--- src/rtl/sam_pkg.sv ---
package sam_pkg;

  // Time arithmetic width; stamps and differences wrap at this width.
  localparam int TIME_BITS = 32;
  typedef logic [TIME_BITS-1:0] time_t;

  localparam int NumChan = 6;
  localparam int ChanIdxW = $clog2(NumChan);
  typedef logic [ChanIdxW-1:0] chan_idx_t;

  // Time store: one entry per alarm channel plus the buzzer stamp.
  localparam int TimeEntries = NumChan + 1;
  localparam int TimeIdxW = $clog2(TimeEntries);
  typedef logic [TimeIdxW-1:0] time_idx_t;
  localparam time_idx_t BeepEntry = time_idx_t'(NumChan);

  localparam int TempHyst  = 2;
  localparam int SoilHyst  = 5;
  localparam int LightHyst = 200;
  localparam int SunHyst   = 10000;
  localparam int BeepMs    = 1000;

  typedef logic [3:0] src_t;
  localparam src_t SrcRelay  = 4'd6;
  localparam src_t SrcMode   = 4'd7;
  localparam src_t SrcStatus = 4'd8;

  typedef logic [1:0] kind_t;
  localparam kind_t KindRaised   = 2'd0;
  localparam kind_t KindRepeated = 2'd1;
  localparam kind_t KindCleared  = 2'd2;

  typedef enum logic [2:0] {
    CfgTempHigh,
    CfgSoilLow,
    CfgLightLow,
    CfgPhMin,
    CfgPhMax,
    CfgSunLimit,
    CfgRepeat,
    CfgBuzzer
  } cfg_idx_e;

  // One slot per cycle unless the output stalls on an emitting slot: change item, six channels, status item.
  typedef logic [2:0] slot_t;
  localparam slot_t SlotChange = 3'd0;
  localparam slot_t SlotStatus = 3'd7;

  typedef struct packed {
    logic [NumChan-1:0] raise;
    logic [NumChan-1:0] clear;
  } chan_flags_t;

endpackage

--- src/rtl/sam_thresh.sv ---
module sam_thresh (
  input  logic [7:0]          temperature_i,
  input  logic [6:0]          soil_moisture_i,
  input  logic [16:0]         light_level_i,
  input  logic [7:0]          ph_tenths_i,
  input  logic                rain_seen_i,
  input  logic [7:0]          temp_high_i,
  input  logic [6:0]          soil_low_i,
  input  logic [16:0]         light_low_i,
  input  logic [7:0]          ph_min_i,
  input  logic [7:0]          ph_max_i,
  input  logic [16:0]         sun_limit_i,
  output sam_pkg::chan_flags_t flags_o
);
  import sam_pkg::*;

  logic signed [8:0] temp_x;
  logic signed [8:0] tlim_x;
  logic signed [8:0] temp_clr;
  logic [7:0]        soil_clr;
  logic [17:0]       light_clr;
  logic [17:0]       sun_off;

  assign temp_x    = {temperature_i[7], temperature_i};
  assign tlim_x    = {temp_high_i[7], temp_high_i};
  assign temp_clr  = tlim_x - $signed(9'(TempHyst));
  assign soil_clr  = {1'b0, soil_low_i} + 8'(SoilHyst);
  assign light_clr = {1'b0, light_low_i} + 18'(LightHyst);
  // sun clears below limit minus hysteresis; compare with the offset on the reading side
  assign sun_off   = {1'b0, light_level_i} + 18'(SunHyst);

  always_comb begin
    flags_o.raise[0] = temp_x >= tlim_x;
    flags_o.clear[0] = temp_x <= temp_clr;
    flags_o.raise[1] = soil_moisture_i <= soil_low_i;
    flags_o.clear[1] = {1'b0, soil_moisture_i} >= soil_clr;
    flags_o.raise[2] = light_level_i < light_low_i;
    flags_o.clear[2] = {1'b0, light_level_i} >= light_clr;
    flags_o.raise[3] = (ph_tenths_i < ph_min_i) || (ph_tenths_i > ph_max_i);
    flags_o.clear[3] = 1'b1;
    flags_o.raise[4] = rain_seen_i;
    flags_o.clear[4] = 1'b1;
    flags_o.raise[5] = light_level_i >= sun_limit_i;
    flags_o.clear[5] = sun_off < {1'b0, sun_limit_i};
  end

endmodule

--- src/rtl/sam_time_store.sv ---
module sam_time_store (
  input  logic               clk_i,
  input  logic               rst_ni,
  input  sam_pkg::time_idx_t rd_idx_i,
  input  logic               wr_en_i,
  input  sam_pkg::time_idx_t wr_idx_i,
  input  sam_pkg::time_t     wr_data_i,
  output sam_pkg::time_t     rd_data_o
);
  import sam_pkg::*;

  time_t                  mem_q [TimeEntries];
  logic [TimeEntries-1:0] valid_q;
  time_t                  rd_data_q;
  logic                   rd_valid_q;

  always_ff @(posedge clk_i) begin
    if (wr_en_i) begin
      mem_q[wr_idx_i] <= wr_data_i;
    end
    rd_data_q <= mem_q[rd_idx_i];
  end

  // Entries never written read as zero.
  always_ff @(posedge clk_i or negedge rst_ni) begin
    if (!rst_ni) begin
      valid_q    <= '0;
      rd_valid_q <= 1'b0;
    end else begin
      if (wr_en_i) begin
        valid_q[wr_idx_i] <= 1'b1;
      end
      rd_valid_q <= valid_q[rd_idx_i];
    end
  end

  assign rd_data_o = rd_valid_q ? rd_data_q : '0;

endmodule

--- src/rtl/sensor_alarm_monitor.sv ---
// A request is taken into the input register and loaded into the slot sequencer; the result
// of each slot (change 0, status 7) is registered. One slot a cycle, unless the output stalls,
// through the single-read time store; a further request waits in the input register.
// Output stall pauses the slot sequencer only on slots that emit a result.
// Reset: control and config registers to their defaults, alarms cleared, stamps cleared at once by the
// time store's valid bits; no clearing pass.
module sensor_alarm_monitor (
  input  logic              clk_i,
  input  logic              rst_ni,
  input  logic              cfg_we_i,
  input  logic [2:0]        cfg_index_i,
  input  logic [31:0]       cfg_wdata_i,
  input  logic              in_valid_i,
  output logic              in_stall_o,
  input  logic signed [7:0] temperature_i,
  input  logic [6:0]        soil_moisture_i,
  input  logic [16:0]       light_level_i,
  input  logic [7:0]        ph_tenths_i,
  input  logic              rain_seen_i,
  input  logic              auto_mode_i,
  input  logic [3:0]        relay_bits_i,
  input  logic [31:0]       now_ms_i,
  output logic              out_valid_o,
  input  logic              out_stall_i,
  output logic [3:0]        alarm_source_o,
  output logic [1:0]        alarm_kind_o,
  output logic signed [17:0] reading_o,
  output logic              mode_before_o,
  output logic              mode_now_o,
  output logic [3:0]        relays_before_o,
  output logic [3:0]        relays_now_o,
  output logic [5:0]        alarm_mask_o,
  output logic              beep_o,
  output logic              final_item_o
);
  import sam_pkg::*;

  // configuration
  logic [7:0]  temp_high_q;
  logic [6:0]  soil_low_q;
  logic [16:0] light_low_q;
  logic [7:0]  ph_min_q;
  logic [7:0]  ph_max_q;
  logic [16:0] sun_limit_q;
  logic [31:0] repeat_q;
  logic        buzzer_en_q;

  always_ff @(posedge clk_i or negedge rst_ni) begin
    if (!rst_ni) begin
      temp_high_q <= 8'd35;
      soil_low_q  <= 7'd30;
      light_low_q <= 17'd100;
      ph_min_q    <= 8'd40;
      ph_max_q    <= 8'd70;
      sun_limit_q <= 17'd20000;
      repeat_q    <= 32'd300000;
      buzzer_en_q <= 1'b1;
    end else if (cfg_we_i) begin
      unique case (cfg_idx_e'(cfg_index_i))
        CfgTempHigh: temp_high_q <= cfg_wdata_i[7:0];
        CfgSoilLow:  soil_low_q  <= cfg_wdata_i[6:0];
        CfgLightLow: light_low_q <= cfg_wdata_i[16:0];
        CfgPhMin:    ph_min_q    <= cfg_wdata_i[7:0];
        CfgPhMax:    ph_max_q    <= cfg_wdata_i[7:0];
        CfgSunLimit: sun_limit_q <= cfg_wdata_i[16:0];
        CfgRepeat:   repeat_q    <= cfg_wdata_i;
        CfgBuzzer:   buzzer_en_q <= cfg_wdata_i[0];
      endcase
    end
  end

  // input register
  logic        buf_valid_q;
  logic [7:0]  buf_temp_q;
  logic [6:0]  buf_soil_q;
  logic [16:0] buf_light_q;
  logic [7:0]  buf_ph_q;
  logic        buf_rain_q;
  logic        buf_mode_q;
  logic [3:0]  buf_relays_q;
  time_t       buf_now_q;
  logic        in_acc;

  assign in_stall_o = buf_valid_q;
  assign in_acc     = in_valid_i && !buf_valid_q;

  // poll-level state
  logic [NumChan-1:0] alarm_active_q;
  logic               seen_first_q;
  logic               rem_mode_q;
  logic [3:0]         rem_relays_q;

  // slot sequencer
  logic               e_valid_q;
  slot_t              e_slot_q, e_slot_d;
  chan_flags_t        e_flags_q;
  logic [NumChan-1:0] e_mask_old_q;
  logic [NumChan-1:0] e_mask_new_q;
  logic               e_chg_q;
  src_t               e_chg_src_q;
  logic               e_mb_q, e_mode_q;
  logic [3:0]         e_rb_q, e_relays_q;
  logic [7:0]         e_temp_q;
  logic [6:0]         e_soil_q;
  logic [16:0]        e_light_q;
  logic [7:0]         e_ph_q;
  logic               e_rain_q;
  time_t              e_now_q;

  chan_flags_t        flags;
  logic [NumChan-1:0] mask_new;
  logic               load;
  logic               e_go;
  logic               out_free;

  sam_thresh u_thresh (
    .temperature_i   (buf_temp_q),
    .soil_moisture_i (buf_soil_q),
    .light_level_i   (buf_light_q),
    .ph_tenths_i     (buf_ph_q),
    .rain_seen_i     (buf_rain_q),
    .temp_high_i     (temp_high_q),
    .soil_low_i      (soil_low_q),
    .light_low_i     (light_low_q),
    .ph_min_i        (ph_min_q),
    .ph_max_i        (ph_max_q),
    .sun_limit_i     (sun_limit_q),
    .flags_o         (flags)
  );

  assign mask_new = flags.raise | (alarm_active_q & ~flags.clear);
  assign load     = buf_valid_q && (!e_valid_q || (e_go && e_slot_q == SlotStatus));

  // time store: read the entry of the slot being entered, write back on advance.
  // A channel entry is written at most once per poll and read again only in the next poll,
  // so read and write never meet on one entry.
  time_idx_t rd_idx;
  time_t     rd_time;
  logic      slot_wr;
  logic      wr_en;
  time_idx_t wr_idx;
  time_t     wr_data;

  always_comb begin
    e_slot_d = e_slot_q;
    if (load) begin
      e_slot_d = SlotChange;
    end else if (e_go) begin
      e_slot_d = e_slot_q + slot_t'(1);
    end
    if (e_slot_d == SlotStatus) begin
      rd_idx = BeepEntry;
    end else if (e_slot_d == SlotChange) begin
      rd_idx = '0;
    end else begin
      rd_idx = time_idx_t'(e_slot_d - slot_t'(1));
    end
  end

  sam_time_store u_time_store (
    .clk_i     (clk_i),
    .rst_ni    (rst_ni),
    .rd_idx_i  (rd_idx),
    .wr_en_i   (wr_en),
    .wr_idx_i  (wr_idx),
    .wr_data_i (wr_data),
    .rd_data_o (rd_time)
  );

  // slot evaluation
  chan_idx_t         ch;
  logic              act, rs, cl, due, beep_hit;
  time_t             elapsed;
  logic              emit;
  src_t              src;
  kind_t             kind;
  logic signed [17:0] reading;
  logic              fin;
  logic              beep;

  assign ch       = chan_idx_t'(e_slot_q - slot_t'(1));
  assign act      = e_mask_old_q[ch];
  assign rs       = e_flags_q.raise[ch];
  assign cl       = e_flags_q.clear[ch];
  assign elapsed  = e_now_q - rd_time;
  assign due      = elapsed >= time_t'(repeat_q);
  assign beep_hit = buzzer_en_q && (|e_mask_new_q[3:0]) && (elapsed >= time_t'(BeepMs));

  always_comb begin
    emit    = 1'b0;
    src     = src_t'(ch);
    kind    = KindRaised;
    reading = '0;
    fin     = 1'b0;
    beep    = 1'b0;
    slot_wr = 1'b0;
    wr_idx  = time_idx_t'(ch);
    wr_data = e_now_q;
    case (e_slot_q)
      SlotChange: begin
        emit = e_chg_q;
        src  = e_chg_src_q;
      end
      SlotStatus: begin
        emit    = 1'b1;
        src     = SrcStatus;
        fin     = 1'b1;
        beep    = beep_hit;
        slot_wr = beep_hit;
        wr_idx  = BeepEntry;
      end
      default: begin
        if (rs) begin
          emit    = !act || due;
          kind    = act ? KindRepeated : KindRaised;
          slot_wr = !act || due;
        end else if (act && cl) begin
          emit    = 1'b1;
          kind    = KindCleared;
          slot_wr = 1'b1;
          wr_data = '0;
        end
        case (ch)
          3'd0:    reading = 18'(e_temp_q) | {{10{e_temp_q[7]}}, 8'd0};
          3'd1:    reading = 18'(e_soil_q);
          3'd2:    reading = 18'(e_light_q);
          3'd3:    reading = 18'(e_ph_q);
          3'd4:    reading = 18'(e_rain_q);
          3'd5:    reading = 18'(e_light_q);
          default: reading = '0;
        endcase
      end
    endcase
  end

  assign out_free = !out_valid_o || !out_stall_i;
  assign e_go     = e_valid_q && (!emit || out_free);
  assign wr_en    = e_go && slot_wr;

  always_ff @(posedge clk_i or negedge rst_ni) begin
    if (!rst_ni) begin
      buf_valid_q    <= 1'b0;
      e_valid_q      <= 1'b0;
      e_slot_q       <= SlotChange;
      alarm_active_q <= '0;
      seen_first_q   <= 1'b0;
      rem_mode_q     <= 1'b0;
      rem_relays_q   <= '0;
      out_valid_o    <= 1'b0;
    end else begin
      if (in_acc) begin
        buf_valid_q <= 1'b1;
      end else if (load) begin
        buf_valid_q <= 1'b0;
      end
      e_slot_q <= e_slot_d;
      if (load) begin
        e_valid_q      <= 1'b1;
        alarm_active_q <= mask_new;
        seen_first_q   <= 1'b1;
        rem_mode_q     <= buf_mode_q;
        rem_relays_q   <= buf_relays_q;
      end else if (e_go && e_slot_q == SlotStatus) begin
        e_valid_q <= 1'b0;
      end
      if (e_valid_q && emit && out_free) begin
        out_valid_o <= 1'b1;
      end else if (!out_stall_i) begin
        out_valid_o <= 1'b0;
      end
    end
  end

  // payload
  always_ff @(posedge clk_i) begin
    if (in_acc) begin
      buf_temp_q   <= temperature_i;
      buf_soil_q   <= soil_moisture_i;
      buf_light_q  <= light_level_i;
      buf_ph_q     <= ph_tenths_i;
      buf_rain_q   <= rain_seen_i;
      buf_mode_q   <= auto_mode_i;
      buf_relays_q <= relay_bits_i;
      buf_now_q    <= time_t'(now_ms_i);
    end
    if (load) begin
      e_flags_q    <= flags;
      e_mask_old_q <= alarm_active_q;
      e_mask_new_q <= mask_new;
      // mode change wins over relay change
      e_chg_q      <= seen_first_q &&
                      ((buf_mode_q != rem_mode_q) || (buf_relays_q != rem_relays_q));
      e_chg_src_q  <= (buf_mode_q != rem_mode_q) ? SrcMode : SrcRelay;
      e_mb_q       <= rem_mode_q;
      e_rb_q       <= rem_relays_q;
      e_mode_q     <= buf_mode_q;
      e_relays_q   <= buf_relays_q;
      e_temp_q     <= buf_temp_q;
      e_soil_q     <= buf_soil_q;
      e_light_q    <= buf_light_q;
      e_ph_q       <= buf_ph_q;
      e_rain_q     <= buf_rain_q;
      e_now_q      <= buf_now_q;
    end
    if (e_valid_q && emit && out_free) begin
      alarm_source_o  <= src;
      alarm_kind_o    <= kind;
      reading_o       <= reading;
      mode_before_o   <= e_mb_q;
      mode_now_o      <= e_mode_q;
      relays_before_o <= e_rb_q;
      relays_now_o    <= e_relays_q;
      alarm_mask_o    <= e_mask_new_q;
      beep_o          <= beep;
      final_item_o    <= fin;
    end
  end

  a_final_is_status: assert property (@(posedge clk_i) disable iff (!rst_ni)
    out_valid_o && final_item_o |-> alarm_source_o == SrcStatus)
    else $error("final item without status source");

  a_beep_on_final: assert property (@(posedge clk_i) disable iff (!rst_ni)
    out_valid_o && beep_o |-> final_item_o && (|alarm_mask_o[3:0]))
    else $error("beep outside status item or without alarm");

  a_stamp_write_cause: assert property (@(posedge clk_i) disable iff (!rst_ni)
    wr_en && e_slot_q != SlotStatus |-> e_flags_q.raise[ch] || e_mask_old_q[ch])
    else $error("stamp written for idle channel");

endmodule
--- config.mk ---
export PLATFORM = sky130hd
export DESIGN_NAME = sensor_alarm_monitor
export DESIGN_NICKNAME = d
export VERILOG_FILES = /design/src/rtl/sam_pkg.sv /design/src/rtl/sam_thresh.sv /design/src/rtl/sam_time_store.sv /design/src/rtl/sensor_alarm_monitor.sv
export SDC_FILE = /design/constraint.sdc
export NUM_CORES = 1
export LEC_CHECK = 0
export BUFFER_PORTS_ARGS = -buffer_cell sky130_fd_sc_hd__buf_2
export CORE_MARGIN = 2
export CORE_UTILIZATION = 55
export DETAILED_ROUTE_END_ITERATION = 8
export PLACE_DENSITY_LB_ADDON = 0.25
export SYNTH_ARGS = -nofsm -noshare
export SYNTH_HDL_FRONTEND = slang
export SYNTH_SLANG_ARGS = --single-unit
--- constraint.sdc ---
create_clock -name clk_i -period 6.3 [get_ports clk_i]
set_clock_uncertainty 0.1 [all_clocks]
set_input_delay 1.26 -clock clk_i [delete_from_list [all_inputs] [get_ports clk_i]]
set_output_delay 1.26 -clock clk_i [all_outputs]
set_load 0.03 [all_outputs]
==> results of run 1 <==
## kinds of logic after synthesis
logic type,Yosys count,share of synthesized area [%]
xor gates and xnor gates,59,1.870
AOI/OAI and AO/OA,458,10.98
buffers and inverters,212,3.133
adders and majority gates,183,8.193
DFF,603,61.36
and+or+nand+nor,446,7.886
muxes,166,6.582
## flip-flops by register name, summed over array words and instances (netlist names), 7 cells and up
register	count
temp_high_q	8
u_time_store.valid_q	7
reading_o	18
ph_min_q	8
buf_temp_q	8
buf_light_q	17
e_light_q	17
repeat_q	32
u_time_store.mem_q	224
buf_soil_q	7
buf_now_q	32
e_now_q	32
sun_limit_q	17
ph_max_q	8
e_ph_q	8
u_time_store.rd_data_q	32
e_temp_q	8
soil_low_q	7
light_low_q	17
e_flags_q	10
e_soil_q	7
buf_ph_q	8
## routing by layer
metal	GRT usage [%]	wire [um]	up-vias
met4	8.790	1959	0
met3	3.770	4932	133
met2	43.72	34240	687
met1	35.95	29950	9208
met5	0	0	-
li1	-	-	8474
## through the flow
stage / utilization, % / power [mW] / setup WS (ns) / hold slack, ns / area [um2]
after floorplan: - / 12.89 / -0.5020 / 0.3003 / 28040
after global placement: 60.15 / 15.83 / -0.1565 / 0.3028 / 30240
after detailed placement: 60.15 / 16.13 / -0.2530 / 0.3045 / 30240
after CTS: 64.34 / 20.00 / 0.02182 / 0.3148 / 32340
after global routing: 65.55 / 22.13 / -0.04225 / 0.3229 / 32950
final: 65.55 / 21.01 / 0.1480 / 0.3143 / 32950
## synth_stat cells (16+ instances only)
cell type	n	area, um2
nand2_1	161	604.3
nor3_1	23	115.1
a221o_1	33	330.3
a21o_1	46	345.3
xor2_1	16	140.1
mux2i_1	37	370.4
xnor2_1	42	367.9
a21oi_1	135	675.7
clkbuf_1	53	198.9
and2_1	43	269.0
nand2b_1	18	112.6
a211oi_1	39	292.8
nor2_1	70	262.8
mux2_2	126	1419
inv_1	139	521.8
dfstp_2	29	762.0
dfrtp_1	95	2377
edfxtp_1	447	13420
nand3_1	31	155.2
dfxtp_1	32	640.6
ha_1	182	2277
o21ai_0	89	445.4
nand4_1	25	156.4
## power by group through the flow
stage | Sequential (mW) | Combinational (mW) | Clock, mW
floorplan | 6.50 | 6.39 | 0
global placement | 6.36 | 9.47 | 0
detailed placement | 6.37 | 9.76 | 0
CTS | 6.31 | 10.1 | 3.63
global route | 6.40 | 11.9 | 3.79
finish | 6.33 | 11.1 | 3.58
## worst paths after layout
kind,from,to,slack [ns],cells past startpoint
worst max-delay path,u_time_store.rd_valid_q,u_time_store.rd_data_q[8],0.15,26
worst min-delay path,e_rb_q[3],relays_before_o[3],0.31,0
worst max register to register,u_time_store.rd_valid_q,u_time_store.rd_data_q[8],0.15,26
worst min register to register,e_rb_q[3],relays_before_o[3],0.31,0
max in group asynchronous,rst_ni,u_time_store.rd_valid_q,4.31,2
min in group asynchronous,rst_ni,ph_min_q[2],0.68,1
## cell usage in the layout (no fill, tap or decap), types with 10 or more instances in the layout
cell,instances
a211oi_1,36
a21o_1,46
a21oi_1,120
a21oi_2,13
a221o_1,33
and2_1,42
and3_1,15
buf_12,19
buf_2,160
buf_4,76
clkbuf_1,14
clkbuf_16,67
clkinv_2,16
dfrtp_1,94
dfstp_2,29
dfxtp_1,32
edfxtp_1,447
ha_1,169
inv_1,139
mux2_2,125
mux2i_1,34
nand2_1,157
nand2b_1,18
nand3_1,31
nand4_1,25
nor2_1,66
nor2b_1,14
nor3_1,17
o211ai_1,10
o21a_1,14
o21ai_0,82
xnor2_1,41
xor2_1,16
## layout make-up
cell class	count	area, um2
fill	3655	17320
sequential	603	17200
multi-input combinational	1312	10380
timing repair buffer	267	2032
clock buffer	80	1637
tap	672	840.8
inverter	140	528.0
clock inverter	32	334.1
## worst max-delay path, delay by kind of cell (launching register included)
family	cells	cell delay (ns)
compound gates	8	2.26
fa+ha+maj	3	0.94
simple gates	8	0.96
flops	1	0.43
buf+inv	5	0.82
mux	2	0.53
## repair_timing
item | 4_1_cts | 5_1_grt
hold buffers | 0 | 0
pin swaps | 2 | 23
gates resized for setup | 14 | 79
cloned | 1 | 8
setup endpoints to repair | 33 | 33
setup buffers | 5 | 11
==> results.ini, run 1 <==
[cts]
clk-insertion-delay-late_ns=0.63
cts_made_buffers=59
cts_tree=yes
root_buffer=clkbuf_16
h-tree-depth=2
clkTransAtPathRegs_ns=0.06
clock-sinks=603
cts_buffer_depth=3

[final_layout]
syn2layout_area_growth_pct=17.53
finalNonFillerCells=3106
final_layout_size_suffix_gt1_share_pct=25.06
final_net_count=2684
num_antenna_cells=0

[timing]
max_freq_mhz=162.5
timing.final.crit_share_pct=97.65
slew_headroom_pct=24.35
hold_violations=0
post-route-min-period_ns=6.152
slew_viol_final=0
worst_pin_slew_ns=1.129
setup_tns_ns=0
finalSetupViolCount=0

[route]
vias=18500
routed_wirelength_um=71080
ant_nets=0
via_per_inst=5.957
drcViolationCount=0
dr.pass1.iters=5
drtIter0Drc=1631
wl_per_cell_um=22.88

[yosys]
netlist_area_um2=28040
yosys.cell_types.count=80
postSynthAreaPerCell_um2=13.18
ys_warn_count=0
syn_nets=2428
synth_seq_cells=603
async_reset_ff_share_pct=20.56
syn_inst=2127
synth_edf_count=447
yosysSeqAreaShare_pct=61.36
synthFlopType=edfxtp_1

[setup_path]
cp_max_fo=18
critPathCaptureType=flip-flop
critical-path-max-stage-delay_ns=0.43
worstPathArrival_ns=6.55
crit_type=flip-flop to flip-flop
crit_required_ns=6.70
cp-start-kind=flip-flop
critPathSlowestCell=dfrtp_2

[pwr]
p_comb_share_pct=52.8
pwr-share-clk_pct=17.0
swShare_pct=39.52
power.density_nw_per_um2=637.7
internal_power_mw=12.71
leakage_nw=12.97
pwr-share-seq_pct=30.1
p_switching_mw=8.304
peakVddDrop_mv=0.7027

[global_route]
track_usage_pct=26.36
grt_pass1_wl_um=107100
antenna_found_initial=0
grt_max_degree=66
grt-ovfl-total=0
first_global_vias=18570

[placed_design]
dp_hpwl_um=48070
dp_cells=2970
place.gp.congestion=0.9194
portBuffers=161

[floorplan]
rows=82
die_area_um2=52800
io_pins=162
die-width_um=229.8
start_util_pct=55.77
core_um2=50270
die_h_um=229.8

[hold_path]
hp-class=flip-flop to flip-flop

[outcome]
status=complete, no violations

[flow_run]
cap_violations=0

No activity file was read; power rests on OpenSTA's default activity.
==> inputs of run 2 (changes only) <==
--- a/config.mk
+++ b/config.mk
@@ -6,6 +6,7 @@
 export NUM_CORES = 1
 export LEC_CHECK = 0
 export BUFFER_PORTS_ARGS = -buffer_cell sky130_fd_sc_hd__buf_2
+export CORE_ASPECT_RATIO = 0.8
 export CORE_MARGIN = 2
 export CORE_UTILIZATION = 55
 export DETAILED_ROUTE_END_ITERATION = 8
==> run 2 against run 1 <==
Die area about the same. Global-route usage down 0.77 points. Clock power down 3%. Critical path type unchanged. Fmax down 0.68%. First-iteration DRC count up 13%. Largest cell class unchanged.
==> results.ini, run 2 (same netlist as run 1, synthesis figures left out) <==
[timing]
setup_slack_ns=0.1057  ; was 0.1480 ns
max_freq_mhz=161.4  ; was 162.5 MHz
hold_violations=0  ; unchanged
post-route-min-period_ns=6.194  ; was 6.152 ns
slew_viol_final=0  ; unchanged
worst_pin_slew_ns=1.015  ; was 1.129 ns
rsz0062_at_grt=true
slew_headroom_pct=31.94  ; was 24.35%
finalSetupViolCount=0  ; unchanged
timing.final.crit_share_pct=98.32  ; was 97.65%

[hold_path]
hp-class=flip-flop to flip-flop  ; unchanged
min_path_cells=0  ; unchanged

[global_route]
track_usage_pct=25.58  ; was 26.36%
grt-ovfl-total=0  ; unchanged
grt_pass1_wl_um=103000  ; was 107100 um
antenna_found_initial=0  ; unchanged
first_global_vias=17750  ; was 18570
grt_max_degree=70  ; was 66

[final_layout]
finalInstanceArea_um2=32500  ; was 32950 um2
final_net_count=2667  ; was 2684
regArea_um2=17200  ; unchanged
syn2layout_area_growth_pct=15.93  ; was 17.53%
final_common_cell=edfxtp_1  ; unchanged
largest-register=u_time_store.mem_q  ; unchanged
multi_input_area_um2=10230  ; was 10380 um2
largest_reg_flops=224  ; unchanged
final_layout_size_suffix_gt1_share_pct=23.27  ; was 25.06%
num_antenna_cells=0  ; unchanged
final_cell_mix=edfxtp_1 (447), ha_1 (176), nand2_1 (160), buf_2 (160), inv_1 (139)  ; was edfxtp_1 (447), ha_1 (169), buf_2 (160), nand2_1 (157), inv_1 (139)
n_fill_cell=3766  ; was 3655

[setup_path]
cp-start-kind=flip-flop  ; unchanged
cp_max_fo=14  ; was 18
critPathCaptureType=flip-flop  ; unchanged
crit_type=flip-flop to flip-flop  ; unchanged
critPathSlowestCell=dfrtp_2  ; unchanged
crit_top_cell=buf_12
critical-path-max-stage-delay_ns=0.44  ; was 0.43 ns
crit_required_ns=6.70  ; about the same
worstPathArrival_ns=6.59  ; was 6.55 ns
ff2ff_path_depth=26  ; unchanged

[route]
met2_length_um=30320  ; was 34240 um
met1_length_um=31650  ; was 29950 um
drcViolationCount=0  ; unchanged
ant_nets=0  ; unchanged
via_per_inst=5.929  ; was 5.957
dr.pass1.iters=9  ; was 5
routed_wirelength_um=68400  ; was 71080 um
maxUsedRoutingLayer=met4  ; unchanged
vias=18320  ; was 18500
wl_met3_um=5086  ; was 4932 um
drtIter0Drc=1835  ; was 1631
wl_per_cell_um=22.14  ; was 22.88 um

[cts]
cts_tree=yes  ; unchanged
cts_buffer_depth=3  ; unchanged
clock-sinks=603  ; unchanged
clk-insertion-delay-late_ns=0.64  ; was 0.63 ns
h-tree-depth=2  ; unchanged
cts_made_buffers=57  ; was 59
hold_buffers=0  ; unchanged
root_buffer=clkbuf_16  ; unchanged
clkTransAtPathRegs_ns=0.06  ; about the same

[floorplan]
core_um2=50050  ; was 50270 um2
die_area_um2=52810  ; was 52800 um2
start_util_pct=56.01  ; was 55.77%
io_pins=162  ; unchanged
die_h_um=205.9  ; was 229.8 um
die-width_um=256.4  ; was 229.8 um
rows=73  ; was 82

[placed_design]
place.gp.congestion=0.9237  ; was 0.9194
dp_hpwl_um=45820  ; was 48070 um
portBuffers=161  ; unchanged
pre_cts_slack_ns=-0.08390  ; was -0.2530 ns
postPlaceCellArea_um2=30130  ; was 30240 um2

[pwr]
leakage_nw=12.78  ; was 12.97 nW
finalPower_mw=20.39  ; was 21.01 mW
peakVddDrop_mv=0.4781  ; was 0.7027 mV
power.density_nw_per_um2=627.2  ; was 637.7 nW/um2

[flow_run]
cap_violations=0  ; unchanged

[outcome]
status=complete, no violations  ; unchanged

## run 2: final cells by class
type	instances	share of cell area (%)
repair buffers	252	5.570
clock inverters	26	0.8738
clock buffers	82	4.923
flip-flops and latches	603	52.93
inverters	140	1.624
well taps	675	2.598
multi-input cells	1312	31.48
## run 2: routing by layer
metal / track usage (%) / up-vias
met2: 39.84 / 704
met1: 37.74 / 9063
li1: - / 8450
met4: 6.208 / 0
met3: 4.378 / 104
met5: 0 / -
## run 2: worst max-delay path: cells and delay by family (launching register included)
kind                       cells  cell delay (ns)
adders and majority gates      3             0.89
muxes                          2             0.50
buffers and inverters          5             0.78
and+or+nand+nor                6             0.72
AOI/OAI and AO/OA             10             2.60
DFF                            1             0.44
## run 2: worst paths after layout
path                                          from                          to  slack [ns]
hold reg to reg                      buf_now_q[24]                 e_now_q[24]        0.32
min in group asynchronous                   rst_ni                 ph_max_q[5]        0.55
setup reg to reg           u_time_store.rd_valid_q  u_time_store.rd_data_q[31]        0.11
max in group asynchronous                   rst_ni     u_time_store.rd_valid_q        4.30
setup / recovery           u_time_store.rd_valid_q  u_time_store.rd_data_q[31]        0.11
hold / removal                       buf_now_q[24]                 e_now_q[24]        0.32
## run 2: repair_timing
action / 4_1_cts / 5_1_grt
pin swaps: 0 / 11
setup buffers: 0 / 16
endpoints found under the setup margin: 32 / 33
resized for setup: 6 / 53
cloned: 0 / 5
## run 2: power by group
part	internal, mW	total (mW)	switching (mW)	leakage (nW)
clock	1.98	3.47	1.49	0.921
sequential	5.82	6.29	0.471	5.79
combinational	4.48	10.6	6.15	6.07
## run 2: metrics by stage
stage	std cells	setup TNS, ns	util [%]	hold WS, ns
after CTS	3069	0	63.98	0.3195
after global routing	3090	-1.440	64.94	0.3221
after floorplan	2127	-80.84	-	0.3003
final	3090	0	64.94	0.3174
after global placement	2961	0	60.20	0.3009
after detailed placement	2961	-0.7989	60.20	0.3054
